==> src/rtl/core/cnl_pkg.sv <==
// Shared types, name table and lookup functions for the name list matcher.
`default_nettype none

package cnl_pkg;

   localparam int TABLE_USED = 6;
   localparam int NAME_LEN   = 10;
   localparam int LEN_W      = 5;

   localparam logic [7:0]       COMMA_BYTE = 8'h2C;
   localparam logic [LEN_W-1:0] LEN_MAX    = 5'd31;

   // names packed first character in the top byte
   localparam logic [8*NAME_LEN-1:0] NAME_TEXT [TABLE_USED] = '{
      "aes256-cbc", "aes192-cbc", "aes128-cbc",
      "aes256-ctr", "aes192-ctr", "aes128-ctr"
   };

   typedef struct packed {
      logic [7:0] list_byte;
      logic       last_byte;
   } cnl_req_type;

   typedef struct packed {
      logic       found;
      logic [2:0] alg_index;
      logic [5:0] key_bytes;
      logic       mode_ctr;
   } cnl_rsp_type;

   // per-cycle control broadcast to every cell
   typedef struct packed {
      logic step;      // item taken while the search is still open
      logic list_end;  // item taken with the last byte flag
      logic comma;     // item is a separator
   } cnl_ctl_type;

   function automatic logic [7:0] name_char(input logic [3:0] idx, input logic [3:0] pos);
      logic [7:0] ch;
      ch = 8'h00;
      if (idx < 4'(TABLE_USED) && pos < 4'(NAME_LEN)) begin
         ch = NAME_TEXT[idx[2:0]][8*(NAME_LEN-1-int'(pos)) +: 8];
      end
      return ch;
   endfunction

   function automatic logic [5:0] name_key(input logic [2:0] idx);
      logic [5:0] key;
      unique case (idx)
         3'd0, 3'd3: key = 6'd32;
         3'd1, 3'd4: key = 6'd24;
         3'd2, 3'd5: key = 6'd16;
         default:    key = 6'd0;
      endcase
      return key;
   endfunction

   function automatic logic name_ctr(input logic [2:0] idx);
      logic ctr;
      unique case (idx)
         3'd3, 3'd4, 3'd5: ctr = 1'b1;
         default:          ctr = 1'b0;
      endcase
      return ctr;
   endfunction

endpackage

`default_nettype wire

==> src/rtl/core/cnl_match_cell.sv <==
// One table slot: keeps the slot's alive bit and joins the first-hit priority chain.
`default_nettype none

module cnl_match_cell
   import cnl_pkg::*;
#(
   parameter int INDEX        = 0,
   parameter int MAX_NAME_LEN = 16
) (
   input  wire logic             clock,
   input  wire logic             reset,
   input  wire cnl_ctl_type      ctl,
   input  wire logic [7:0]       list_byte,
   input  wire logic [LEN_W-1:0] token_len,   // length before this byte
   input  wire logic [LEN_W-1:0] eval_len,    // length of the token if it ends now
   input  wire logic             hit_in,      // a lower slot already matches
   output logic                  hit_out,
   output logic                  first_hit
);

   localparam logic       USABLE = (INDEX < TABLE_USED) && (NAME_LEN <= MAX_NAME_LEN);
   localparam logic [3:0] IDX    = 4'(INDEX);

   logic alive_ff;
   logic alive_in;
   logic char_ok;
   logic alive_take;
   logic eval_alive;
   logic match;

   always_comb begin
      char_ok    = USABLE && (token_len < LEN_W'(NAME_LEN)) &&
                   (name_char(IDX, token_len[3:0]) == list_byte);
      alive_take = alive_ff && char_ok;
      eval_alive = ctl.comma ? alive_ff : alive_take;
      match      = eval_alive && USABLE && (eval_len == LEN_W'(NAME_LEN));
      first_hit  = match && !hit_in;
      hit_out    = match || hit_in;
   end

   // after a comma or the list's last byte the bit restarts; if the search closed at the comma it is unused
   always_comb begin
      alive_in = alive_ff;
      priority if (ctl.list_end) begin
         alive_in = 1'b1;
      end else if (ctl.step) begin
         alive_in = ctl.comma ? 1'b1 : alive_take;
      end
   end

   always_ff @(posedge clock) begin
      if (reset) begin
         alive_ff <= 1'b1;
      end else begin
         alive_ff <= alive_in;
      end
   end

endmodule

`default_nettype wire

==> src/rtl/core/cipher_name_list_match_top.sv <==
// Top level: token tracking, row of match cells, result register.
// The result is registered: rsp_valid rises in the cycle after the list's last byte is taken.
// Throughput: one byte per cycle while req_stall is low; each byte is compared against
// every slot in the cell row at once; the cell priority chain picks the lowest matching slot.
// Reset (synchronous, active high) clears the token, the search and the result valid flag.
// After each last byte the token and search state return to their reset values on their own.
`default_nettype none

module cipher_name_list_match_top
   import cnl_pkg::*;
#(
   parameter int NUM_NAMES    = 6,
   parameter int MAX_NAME_LEN = 16
) (
   input  wire logic        clock,
   input  wire logic        reset,
   input  wire logic        req_valid,
   output logic             req_stall,
   input  wire cnl_req_type req_data,
   output logic             rsp_valid,
   input  wire logic        rsp_stall,
   output cnl_rsp_type      rsp_data
);

   logic [LEN_W-1:0] token_len_ff, token_len_in;
   logic             search_over_ff, search_over_in;
   logic             chosen_valid_ff, chosen_valid_in;
   logic [2:0]       chosen_index_ff, chosen_index_in;
   logic             rsp_valid_ff, rsp_valid_in;
   cnl_rsp_type      rsp_data_ff, rsp_data_in;

   logic             accept;
   cnl_ctl_type      ctl;
   logic [LEN_W-1:0] len_inc;
   logic [LEN_W-1:0] eval_len;
   logic [NUM_NAMES:0]   hit_chain;
   logic [NUM_NAMES-1:0] first_hit;
   logic [2:0]       sel_index;
   logic             end_now;
   logic             take_match;
   logic             final_found;
   logic [2:0]       final_index;

   assign req_stall = rsp_valid_ff && rsp_stall;
   assign accept    = req_valid && !req_stall;

   always_comb begin
      ctl.step     = accept && !search_over_ff;
      ctl.list_end = accept && req_data.last_byte;
      ctl.comma    = (req_data.list_byte == COMMA_BYTE);
      len_inc      = (token_len_ff == LEN_MAX) ? LEN_MAX : token_len_ff + LEN_W'(1);
      eval_len     = ctl.comma ? token_len_ff : len_inc;
   end

   assign hit_chain[0] = 1'b0;

   for (genvar i = 0; i < NUM_NAMES; i++) begin : g_cell
      cnl_match_cell #(
         .INDEX        (i),
         .MAX_NAME_LEN (MAX_NAME_LEN)
      ) u_cell (
         .clock     (clock),
         .reset     (reset),
         .ctl       (ctl),
         .list_byte (req_data.list_byte),
         .token_len (token_len_ff),
         .eval_len  (eval_len),
         .hit_in    (hit_chain[i]),
         .hit_out   (hit_chain[i+1]),
         .first_hit (first_hit[i])
      );
   end

   always_comb begin
      sel_index = 3'd0;
      for (int i = 0; i < NUM_NAMES; i++) begin
         if (first_hit[i]) begin
            sel_index = sel_index | 3'(i);
         end
      end
      end_now     = ctl.step && (ctl.comma || req_data.last_byte);
      take_match  = end_now && (eval_len != '0) && hit_chain[NUM_NAMES];
      final_found = chosen_valid_ff || take_match;
      final_index = chosen_valid_ff ? chosen_index_ff : (take_match ? sel_index : 3'd0);
   end

   always_comb begin
      token_len_in    = token_len_ff;
      search_over_in  = search_over_ff;
      chosen_valid_in = chosen_valid_ff;
      chosen_index_in = chosen_index_ff;
      priority if (ctl.list_end) begin
         token_len_in    = '0;
         search_over_in  = 1'b0;
         chosen_valid_in = 1'b0;
         chosen_index_in = 3'd0;
      end else if (ctl.step) begin
         token_len_in = ctl.comma ? '0 : len_inc;
         if (end_now && (eval_len == '0 || take_match)) begin
            search_over_in = 1'b1;
         end
         if (take_match) begin
            chosen_valid_in = 1'b1;
            chosen_index_in = sel_index;
         end
      end
   end

   always_comb begin
      rsp_valid_in = rsp_valid_ff && rsp_stall;
      rsp_data_in  = rsp_data_ff;
      if (ctl.list_end) begin
         rsp_valid_in          = 1'b1;
         rsp_data_in.found     = final_found;
         rsp_data_in.alg_index = final_found ? final_index : 3'd0;
         rsp_data_in.key_bytes = final_found ? name_key(final_index) : 6'd0;
         rsp_data_in.mode_ctr  = final_found ? name_ctr(final_index) : 1'b0;
      end
   end

   always_ff @(posedge clock) begin
      if (reset) begin
         token_len_ff    <= '0;
         search_over_ff  <= 1'b0;
         chosen_valid_ff <= 1'b0;
         chosen_index_ff <= 3'd0;
         rsp_valid_ff    <= 1'b0;
      end else begin
         token_len_ff    <= token_len_in;
         search_over_ff  <= search_over_in;
         chosen_valid_ff <= chosen_valid_in;
         chosen_index_ff <= chosen_index_in;
         rsp_valid_ff    <= rsp_valid_in;
      end
   end

   always_ff @(posedge clock) begin
      rsp_data_ff <= rsp_data_in;
   end

   assign rsp_valid = rsp_valid_ff;
   assign rsp_data  = rsp_data_ff;

   a_first_hit_unique: assert property (@(posedge clock) $onehot0(first_hit))
      else $error("more than one slot picked as first hit");

   a_list_end_clears: assert property (@(posedge clock) disable iff (reset)
      ctl.list_end |=> (token_len_ff == '0 && !search_over_ff && !chosen_valid_ff))
      else $error("matcher state not cleared after last byte");

   a_chosen_closes: assert property (@(posedge clock) disable iff (reset)
      chosen_valid_ff |-> search_over_ff)
      else $error("chosen name while search still open");

   a_found_key: assert property (@(posedge clock) disable iff (reset)
      (rsp_valid && rsp_data.found) |->
         (rsp_data.key_bytes == 6'd16 || rsp_data.key_bytes == 6'd24 ||
          rsp_data.key_bytes == 6'd32))
      else $error("found result with bad key length");

   a_not_found_zero: assert property (@(posedge clock) disable iff (reset)
      (rsp_valid && !rsp_data.found) |->
         (rsp_data.alg_index == 3'd0 && rsp_data.key_bytes == 6'd0 && !rsp_data.mode_ctr))
      else $error("empty result carries nonzero fields");

endmodule

`default_nettype wire
==> config.mk <==
export PLATFORM = sky130hd
export DESIGN_NAME = cipher_name_list_match_top
export DESIGN_NICKNAME = d
export VERILOG_FILES = /design/src/rtl/core/cnl_pkg.sv /design/src/rtl/core/cnl_match_cell.sv /design/src/rtl/core/cipher_name_list_match_top.sv
export SDC_FILE = /design/constraint.sdc
export NUM_CORES = 1
export LEC_CHECK = 0
export CORE_MARGIN = 4
export CORE_UTILIZATION = 65
export CTS_CLUSTER_SIZE = 14
export DETAILED_ROUTE_END_ITERATION = 8
export DONT_BUFFER_PORTS = 1
export PLACE_DENSITY = 0.78
export SYNTH_ARGS = -nofsm -noshare
export SYNTH_HDL_FRONTEND = slang
export SYNTH_SLANG_ARGS = --single-unit
==> constraint.sdc <==
create_clock -name clock -period 4.2 [get_ports clock]
set_input_delay 0 -clock clock [delete_from_list [all_inputs] [get_ports clock]]
set_output_delay 0 -clock clock [all_outputs]
set_load 0.01 [all_outputs]
==> flow_metrics.tcl, run 1 <==
set metrics [dict create \
    ios 26 \
    status "finished, final reports clean" \
    drive_gt1_share_pct 11.4 \
    wl_microns 8100 \
    finClkSkew_ns 0.00916 \
    antennaDiodeCount 0 \
    dieArea_sq_um 5690 \
    synth_area_sq_um 2960 \
    r2r_slack_ns 0.32 \
    dpl.hpwl_microns 6140 \
    met3_usage_pct 4.88 \
    seq_area_sq_um 581 \
    ys_warn_count 0 \
    grt_usage_pct 30.0 \
    n_fill_cell 393 \
    clockRootBuffer "clkbuf_8" \
    initial_core_util_pct 67.4 \
    htree_levels 1 \
    syn_inst 400 \
    cts_buffers 3 \
    core_sq_um 4380 \
    start_kind "flop" \
    drv_cap 0 \
    setup-tns-final_ns 0 \
    critPathMaxFanout 15 \
    post-route-min-period_ns 3.88 \
    required_ns 4.21 \
    power_density_nw_per_um2 192 \
    synth_flop_cell "dfxtp_1" \
    syn_to_final_growth_pct 1.99 \
    grt_pass1_vias 2684 \
    worst_setup_path_end_kind "flop" \
    die_h_microns 75.4 \
    grt_use_met2_pct 45.8 \
    gr-total-overflow 0 \
    multi_input_area_sq_um 2150 \
    synth.yosys.seq_area_share_pct 19.6 \
    drv_slew 0 \
    worstHoldPathType "input port to flop" \
    path_clk_slew_ns 0.09 \
    dr.pass1.iters 7 \
    insertion_delay_ns 0.27 \
    die_x_microns 75.4 \
    post-cts-setup-buffers 0 \
    ant_nets 0 \
    async_reset_ff_share_pct 0 \
    max_slew.worst_pin.slew_ns 0.580 \
    relSlewSlack_pct 61.3 \
    nets 402 \
    core.rowCount 24 \
    vias 3093 \
    fmax_ghz 0.258 \
    drc_errors 0 \
    grt_max_degree 36 \
    place.gp.congestion 1.06 \
    viasPerCell 7.08 \
    io_buffers 0 \
    finalSetupViolCount 0 \
    synth-seq-cells 25 \
    synth_edf_count 8 \
    hold_viol_final 0 \
    crit_arrival_ns 3.89 \
    cts_sinks 25 \
    cellLeakagePower_nw 1.11 \
    met1_usage_pct 44.1 \
    antenna_found_initial 0 \
    netlist-cell-type-count 82 \
    cts_tree "built" \
    avgSynthCellArea_sq_um 7.39 \
    grt-busiest-layer "met2" \
    utilization_pct 68.8 \
    cts.path.max_buffers 2 \
    wire_per_inst_microns 18.5 \
    timing.final.crit_share_pct 92.4 \
    grt_pass1_wl_microns 13300 \
    dr.first_iter.drc_count 316 \
    critical_path_class "flop to flop" \
    ir_worst_vdd_mv 0.178 \
]
area by class of cell:
class                   instances  area share (%)
clock buffers                   4            1.49
inverters                      14            1.74
multi-input cells             327            71.5
flip-flops and latches         25            19.3
well taps                      52            2.16
repair buffers                 15            3.90
routing by layer:
metal / vias to the layer above / share of wire, %
met1: 1442 / 45
met3: 17 / 8.2
met5: - / 0
met4: 0 / 1.7
li1: 1473 / -
met2: 161 / 45
Yosys cell counts (all sizes together), types with 5 or more instances:
master | count | area share [%]
nor2 | 33 | 4.2
nand2 | 31 | 3.9
a21oi | 28 | 4.7
buf | 25 | 4.9
o21ai | 25 | 4.4
nor3 | 18 | 3.0
dfxtp | 17 | 12
nand3 | 17 | 3.0
inv | 14 | 1.8
a211oi | 11 | 3.1
clkbuf | 11 | 1.4
xnor2 | 10 | 3.0
edfxtp | 8 | 8.1
nand2b | 8 | 1.7
nor4 | 8 | 2.6
or2 | 8 | 1.7
mux2i | 7 | 2.4
or3 | 7 | 1.5
and3 | 6 | 1.3
o22ai | 6 | 1.3
and2 | 5 | 1.1
nand3b | 5 | 1.3
nand4 | 5 | 1.1
nor3b | 5 | 1.4
registers in the layout, indices dropped and copies added (netlist names):
| name | cells |
|---|---|
| chosen_valid_ff | 1 |
| g_cell.u_cell.alive_ff | 6 |
| chosen_index_ff | 3 |
| search_over_ff | 1 |
| rsp_valid | 1 |
| token_len_ff | 5 |
| rsp_data | 8 |
cells in the final DEF (no fill, tap or decap), types with 7 or more instances in the layout:
cell,netlist,final
nor3_1,18,18
dfxtp_1,17,17
inv_1,12,12
a211oi_1,9,9
xnor2_1,10,10
o21ai_0,23,23
nand3_1,16,16
edfxtp_1,8,8
or3_1,7,7
mux2i_1,7,7
buf_4,4,13
nand2_1,31,31
a21oi_1,28,28
nor2_1,33,33
nand2b_1,8,8
worst paths after layout:
check | from | to | cells after the start
setup / recovery | token_len_ff[1] | rsp_data[6] | 14
hold / removal | reset | chosen_index_ff[1] | 2
setup reg to reg | token_len_ff[1] | rsp_data[6] | 14
hold reg to reg | search_over_ff | search_over_ff | 2
cells by family after synthesis:
| group | count (synthesis) | synth area share (%) |
|---|---|---|
| muxes | 8 | 2.75 |
| DFF | 25 | 19.6 |
| AOI/OAI and AO/OA | 120 | 28.7 |
| xor gates and xnor gates | 14 | 4.15 |
| adders and majority gates | 3 | 1.27 |
| buffers and inverters | 50 | 8.04 |
| other | 1 | 0.127 |
| and+or+nand+nor | 179 | 35.3 |
stage by stage:
| stage | hold slack, ns | total power, mW | instances | area [sq um] | setup WS, ns |
|---|---|---|---|---|---|
| detailed placement | 0.0786 | 0.433 | 431 | 2940 | 0.442 |
| global placement | 0.0769 | 0.433 | 431 | 2940 | 0.491 |
| floorplan | 0.0691 | 0.406 | 402 | 2960 | 0.456 |
| finish | 0.168 | 0.579 | 437 | 3020 | 0.320 |
| CTS | 0.164 | 0.576 | 437 | 3010 | 0.409 |
| global route | 0.191 | 0.605 | 437 | 3020 | -0.00118 |
power breakdown:
group | leakage [nW] | internal (mW) | switching, mW | total [mW]
combinational | 0.870 | 0.0649 | 0.104 | 0.169
sequential | 0.216 | 0.258 | 0.00831 | 0.266
clock | 0.0228 | 0.0679 | 0.0764 | 0.144
total | 1.11 | 0.390 | 0.189 | 0.579
timing repair:
item                       CTS  global route
setup endpoints to repair    0             1
gates resized for setup      0             2
hold buffers                 2             0
hold endpoints to repair     7             0
worst max-delay path, stage by stage, from the launching register on:
cell and delay (ns):
dfxtp_1 0.34, inv_1 0.12, ha_1 0.31, buf_4 0.22
buf_4 0.18, or3b_1 0.34, a31oi_1 0.32, nand2b_1 0.09
a21oi_1 0.26, nor4_1 0.09, a221oi_1 0.45, or4b_4 0.53
o311a_1 0.14, a22oi_1 0.14, a21oi_1 0.08
Note: power is estimated with default switching activity, not from simulation.
==> run 2, diff against run 1 <==
--- a/config.mk
+++ b/config.mk
@@ -5,12 +5,13 @@
 export SDC_FILE = /design/constraint.sdc
 export NUM_CORES = 1
 export LEC_CHECK = 0
+export CAP_MARGIN = 20
 export CORE_MARGIN = 4
-export CORE_UTILIZATION = 65
+export CORE_UTILIZATION = 59
 export CTS_CLUSTER_SIZE = 14
 export DETAILED_ROUTE_END_ITERATION = 8
 export DONT_BUFFER_PORTS = 1
-export PLACE_DENSITY = 0.78
+export PLACE_DENSITY = 0.75
 export SYNTH_ARGS = -nofsm -noshare
 export SYNTH_HDL_FRONTEND = slang
 export SYNTH_SLANG_ARGS = --single-unit
==> constraint.sdc (replaced) <==
create_clock -name clock -period 3.55 [get_ports clock]
set_input_delay 0.71 -clock clock [delete_from_list [all_inputs] [get_ports clock]]
set_output_delay 0.71 -clock clock [all_outputs]
set_load 0.01 [all_outputs]
==> flow_metrics.tcl, run 2 (synthesis results as in run 1) <==
set metrics [dict create \
    whs_ns 0.495 \
    grt_usage_pct 27.8 \
    layout_setup_ws_ns 0.0885 \
    timing.final.crit_share_pct 97.5 \
    layout_common_cells "35 x buf_4, 31 x nand2_1, 31 x nor2_1" \
    n_fill_cell 414 \
    drc_errors 0 \
    cts_sinks 25 \
    start_kind "flop" \
    largest_reg_flops 8 \
    min_from "reset" \
    cts_buffers 3 \
    utilization_pct 70.4 \
    ir_worst_vdd_mv 0.224 \
    cellLeakagePower_nw 1.24 \
    worstHoldPathType "input port to flop" \
    dp_slack_ns -0.100 \
    hold_buffers 0 \
    antennaDiodeCount 0 \
    place.gp.congestion 0.974 \
    viasPerCell 6.83 \
    power_density_nw_per_um2 211 \
    vias 3244 \
    antenna_found_initial 0 \
    r2r-end "rsp_data[5]" \
    dr.pass1.iters 5 \
    syn_to_final_growth_pct 13.9 \
    path_clk_slew_ns 0.08 \
    finalSetupViolCount 0 \
    r2r_start "token_len_ff[1]" \
    ant_nets 0 \
    finClkSkew_ns 0.00280 \
    drv_cap 0 \
    dieArea_sq_um 6210 \
    crit_arrival_ns 3.49 \
    post-route-min-period_ns 3.46 \
    power_frac_comb_pct 31.5 \
    htree_levels 1 \
    fmax_ghz 0.289 \
    critPathMaxStageDelay_ns 0.38 \
    ios 26 \
    crit_chain "inv_1 > ha_2 > buf_12 > a21boi_2 > o32ai_2 > mux2i_2 > nand3b_1 > nor4_4 > buf_4 > o311ai_2 > nand3_1 > a211oi_2 > nor3b_2 > xnor2_1" \
    dpl.hpwl_microns 6450 \
    io_buffers 0 \
    r2r_slack_ns 0.09 \
    p_sw_share_pct 33.0 \
    core_sq_um 4790 \
    nets 425 \
    multi_input_area_sq_um 2290 \
    hold_viol_final 0 \
    cts.path.max_buffers 2 \
    p_switching_mw 0.234 \
    cts_tree "built" \
    wire_per_inst_microns 18.1 \
    initial_core_util_pct 61.8 \
    drv_slew 0 \
    holdPathStages 1 \
    critPathMaxFanout 34 \
    seq_area_sq_um 583 \
    grt_pass1_wl_microns 14000 \
    clockRootBuffer "clkbuf_8" \
    dr.first_iter.drc_count 299 \
    gr-total-overflow 0 \
    drive_gt1_share_pct 22.1 \
    hold_end "rsp_valid" \
    p_total_mw 0.710 \
    power_frac_clock_pct 23.7 \
    r2r_cells 14 \
    critPathBufInv 3 \
    grt_pass1_vias 2937 \
    required_ns 3.58 \
    wl_microns 8610 \
    die_x_microns 78.8 \
    place_inst 468 \
    final_common_cell "buf_4" \
    layout.cells.non_filler 475 \
    status "finished, final reports clean" \
    cp_slowest_cell "o311ai_2" \
    grt_max_degree 36 \
    crit_family "compound AO/OA/AOI/OAI gates" \
    core.rowCount 25 \
    insertion_delay_ns 0.27 \
    die_h_microns 78.8 \
    pwr-share-seq_pct 44.8 \
    critical_path_class "flop to flop" \
    internal_power_mw 0.475 \
    worst_setup_path_end_kind "flop" \
]
[run 2: worst max path at each step]
stage | from | endpoint | slack (ns) | cells after the start
after floorplan | token_len_ff[1] | rsp_data[5] | 0.05 | 14
after global placement | token_len_ff[1] | rsp_data[5] | -0.03 | 13
after detailed placement | token_len_ff[2] | rsp_data[5] | -0.10 | 13
after CTS | token_len_ff[1] | rsp_data[5] | 0.002 | 13
after global routing | token_len_ff[1] | rsp_data[5] | -0.08 | 14
final | token_len_ff[1] | rsp_data[5] | 0.09 | 14
[run 2: final cells by class]
type                    instances  share of cell area [%]
clock buffers                   3                    1.23
well taps                      67                    2.49
clock inverters                 1                   0.149
flip-flops and latches         25                    17.3
inverters                      14                    1.56
repair buffers                 38                    9.33
multi-input cells             327                    67.9
[run 2: stage by stage]
stage          cell area (sq um)  setup TNS [ns]
4_1_cts                     3240               0
3_3_place_gp                3170         -0.0330
5_1_grt                     3370          -0.190
6_report                    3370               0
3_5_place_dp                3170          -0.116
2_1_floorplan               3000               0
[run 2: power by group through the flow]
stage          logic, mW  clock network, mW  registers, mW
2_1_floorplan      0.166                  0          0.319
3_3_place_gp       0.205                  0          0.324
3_5_place_dp       0.207                  0          0.324
4_1_cts            0.210              0.172          0.317
5_1_grt            0.245              0.185          0.319
6_report           0.224              0.168          0.318
[run 2: layer usage]
| layer | GRT usage (%) | share of wire, % |
|---|---|---|
| met3 | 5.22 | 8.7 |
| met5 | 0 | 0 |
| met2 | 44.7 | 47 |
| met4 | 8.57 | 2.2 |
| met1 | 37.6 | 43 |
[run 2: what timing repair did]
action,4_1_cts,5_1_grt
gates resized for setup,4,21
buffers inserted,0,3
endpoints found under the setup margin,3,6
pin swaps,2,6
==> run 3, diff against run 2 <==
--- a/config.mk
+++ b/config.mk
@@ -11,7 +11,8 @@
 export CTS_CLUSTER_SIZE = 14
 export DETAILED_ROUTE_END_ITERATION = 8
 export DONT_BUFFER_PORTS = 1
-export PLACE_DENSITY = 0.75
+export PLACE_DENSITY_LB_ADDON = 0.08
+export REMOVE_ABC_BUFFERS = 1
 export SYNTH_ARGS = -nofsm -noshare
 export SYNTH_HDL_FRONTEND = slang
 export SYNTH_SLANG_ARGS = --single-unit
==> flow_metrics.tcl, run 3 (synthesis results as in run 1) <==
set metrics [dict create \
    layout_common_cells "41 x buf_4, 32 x nor2_1, 31 x nand2_1" \
    drive_gt1_share_pct 22.2 \
    post-route-min-period_ns 3.40 \
    critPathMaxStageDelay_ns 0.50 \
    cts_sinks 25 \
    grt_pass1_wl_microns 13900 \
    n_fill_cell 410 \
    syn_to_final_growth_pct 13.1 \
    top_layer "met4" \
    gr-total-overflow 0 \
    cp-startpoint "token_len_ff[1]" \
    cts_buffers 3 \
    core.rowCount 25 \
    setup-tns-final_ns 0 \
    dr.first_iter.drc_count 285 \
    nets 431 \
    dieArea_sq_um 6210 \
    p_sw_share_pct 32.1 \
    r2r_slack_ns 0.15 \
    critPathMaxFanout 10 \
    wire_per_inst_microns 17.1 \
    grt_pass1_vias 2916 \
    ir_worst_vdd_mv 0.171 \
    initial_core_util_pct 61.8 \
    io_buffers 0 \
    crit_chain "inv_1 > ha_4 > or3b_1 > a211o_1 > o211ai_2 > nand3b_1 > nor4_2 > buf_4 > o311a_1 > o31ai_4 > xnor2_1 > o32a_1 > o31ai_1" \
    pwr-share-seq_pct 45.4 \
    utilization_pct 69.9 \
    critPathBufInv 2 \
    crit_family "compound AO/OA/AOI/OAI gates" \
    p_switching_mw 0.225 \
    drc_errors 0 \
    cp_slowest_cell "nor4_2" \
    crit_end "rsp_data[4]" \
    power_density_nw_per_um2 210 \
    antennaDiodeCount 0 \
    ant_nets 0 \
    cts.path.max_buffers 2 \
    rsz0062_at_grt "true" \
    largest_reg_flops 8 \
    start_kind "flop" \
    status "finished, final reports clean" \
    die_h_microns 78.8 \
    drv_slew 0 \
    dpl.hpwl_microns 6380 \
    ios 26 \
    insertion_delay_ns 0.27 \
    crit_arrival_ns 3.51 \
    place_inst 474 \
    fmax_ghz 0.294 \
    drv_cap 0 \
    core_sq_um 4790 \
    finalSetupViolCount 0 \
    place.gp.congestion 0.991 \
    dr.pass1.iters 5 \
    grt_max_degree 36 \
    r2r_cells 13 \
    wl_met1_microns 3790 \
    hold_viol_final 0 \
    path_clk_slew_ns 0.08 \
    cts_tree "built" \
    clockRootBuffer "clkbuf_8" \
    critical_path_class "flop to flop" \
    dr_wl_met2_microns 3770 \
    power_frac_comb_pct 30.7 \
    htree_levels 1 \
    wl_microns 8240 \
    hold_buffers 0 \
    internal_power_mw 0.475 \
    die_x_microns 78.8 \
    layout.cells.non_filler 481 \
    power_frac_clock_pct 24.0 \
    vias 3158 \
    r2r-end "rsp_data[4]" \
    r2r_start "token_len_ff[1]" \
    viasPerCell 6.57 \
    finClkSkew_ns 0.00152 \
    required_ns 3.66 \
    cellLeakagePower_nw 1.27 \
    cp.depth 13 \
    timing.final.crit_share_pct 95.9 \
    final_common_cell "buf_4" \
    worst_setup_path_end_kind "flop" \
    antenna_found_initial 0 \
    dr_wl_met3_microns 563 \
    worstHoldPathType "input port to flop" \
    grt_usage_pct 27.1 \
]
-- run 3: cell types whose count changed in the layout (fill, tap and decap cells not counted), sizes merged --
cell	before	now
buf	38	44
clkbuf	3	4
clkinv	1	0
-- run 3: through the flow --
step                hold slack [ns]  total power, mW  worst slack [ns]  instance area (sq um)
finish                        0.501            0.700             0.146                   3340
global placement              0.476            0.524            0.0428                   3170
global route                  0.498            0.739           -0.0248                   3340
detailed placement            0.488            0.527           0.00870                   3170
CTS                           0.501            0.689           0.00421                   3220
floorplan                     0.456            0.465            -0.869                   2780
-- run 3: cell type report --
type                            instances  area [sq um]  share of cell area, %
Clock buffer                            4          45.0                   1.35
Inverter                               14          52.6                   1.57
Multi-Input combinational cell        327          2240                   66.9
Sequential cell                        25           583                   17.4
Tap cell                               67          83.8                   2.51
Timing Repair Buffer                   44           342                   10.2
-- run 3: power groups by stage --
stage | clock network [mW] | logic, mW | registers [mW]
global route | 0.183 | 0.237 | 0.320
detailed placement | 0 | 0.202 | 0.324
finish | 0.168 | 0.215 | 0.318
CTS | 0.168 | 0.203 | 0.317
floorplan | 0 | 0.138 | 0.327
global placement | 0 | 0.200 | 0.324
-- run 3: metal layers --
layer | up-vias | track usage (%)
li1 | 1537 | -
met1 | 1478 | 38.4
met2 | 127 | 43.1
met3 | 16 | 3.97
met4 | 0 | 6.29
met5 | - | 0
-- run 3: how the worst min path moves through the flow --
| stage | start | endpoint | slack [ns] | depth (start not counted) |
|---|---|---|---|---|
| finish | reset | rsp_valid | 0.50 | 1 |
| global route | reset | rsp_valid | 0.50 | 1 |
| CTS | reset | rsp_valid | 0.50 | 1 |
| detailed placement | search_over_ff | search_over_ff | 0.49 | 2 |
| global placement | search_over_ff | search_over_ff | 0.48 | 2 |
| floorplan | search_over_ff | search_over_ff | 0.46 | 2 |
-- run 3: repair_timing --
action,in CTS,in global routing
endpoints found under the setup margin,1,6
gates resized for setup,0,24
pin swaps,1,3
setup buffers,0,3
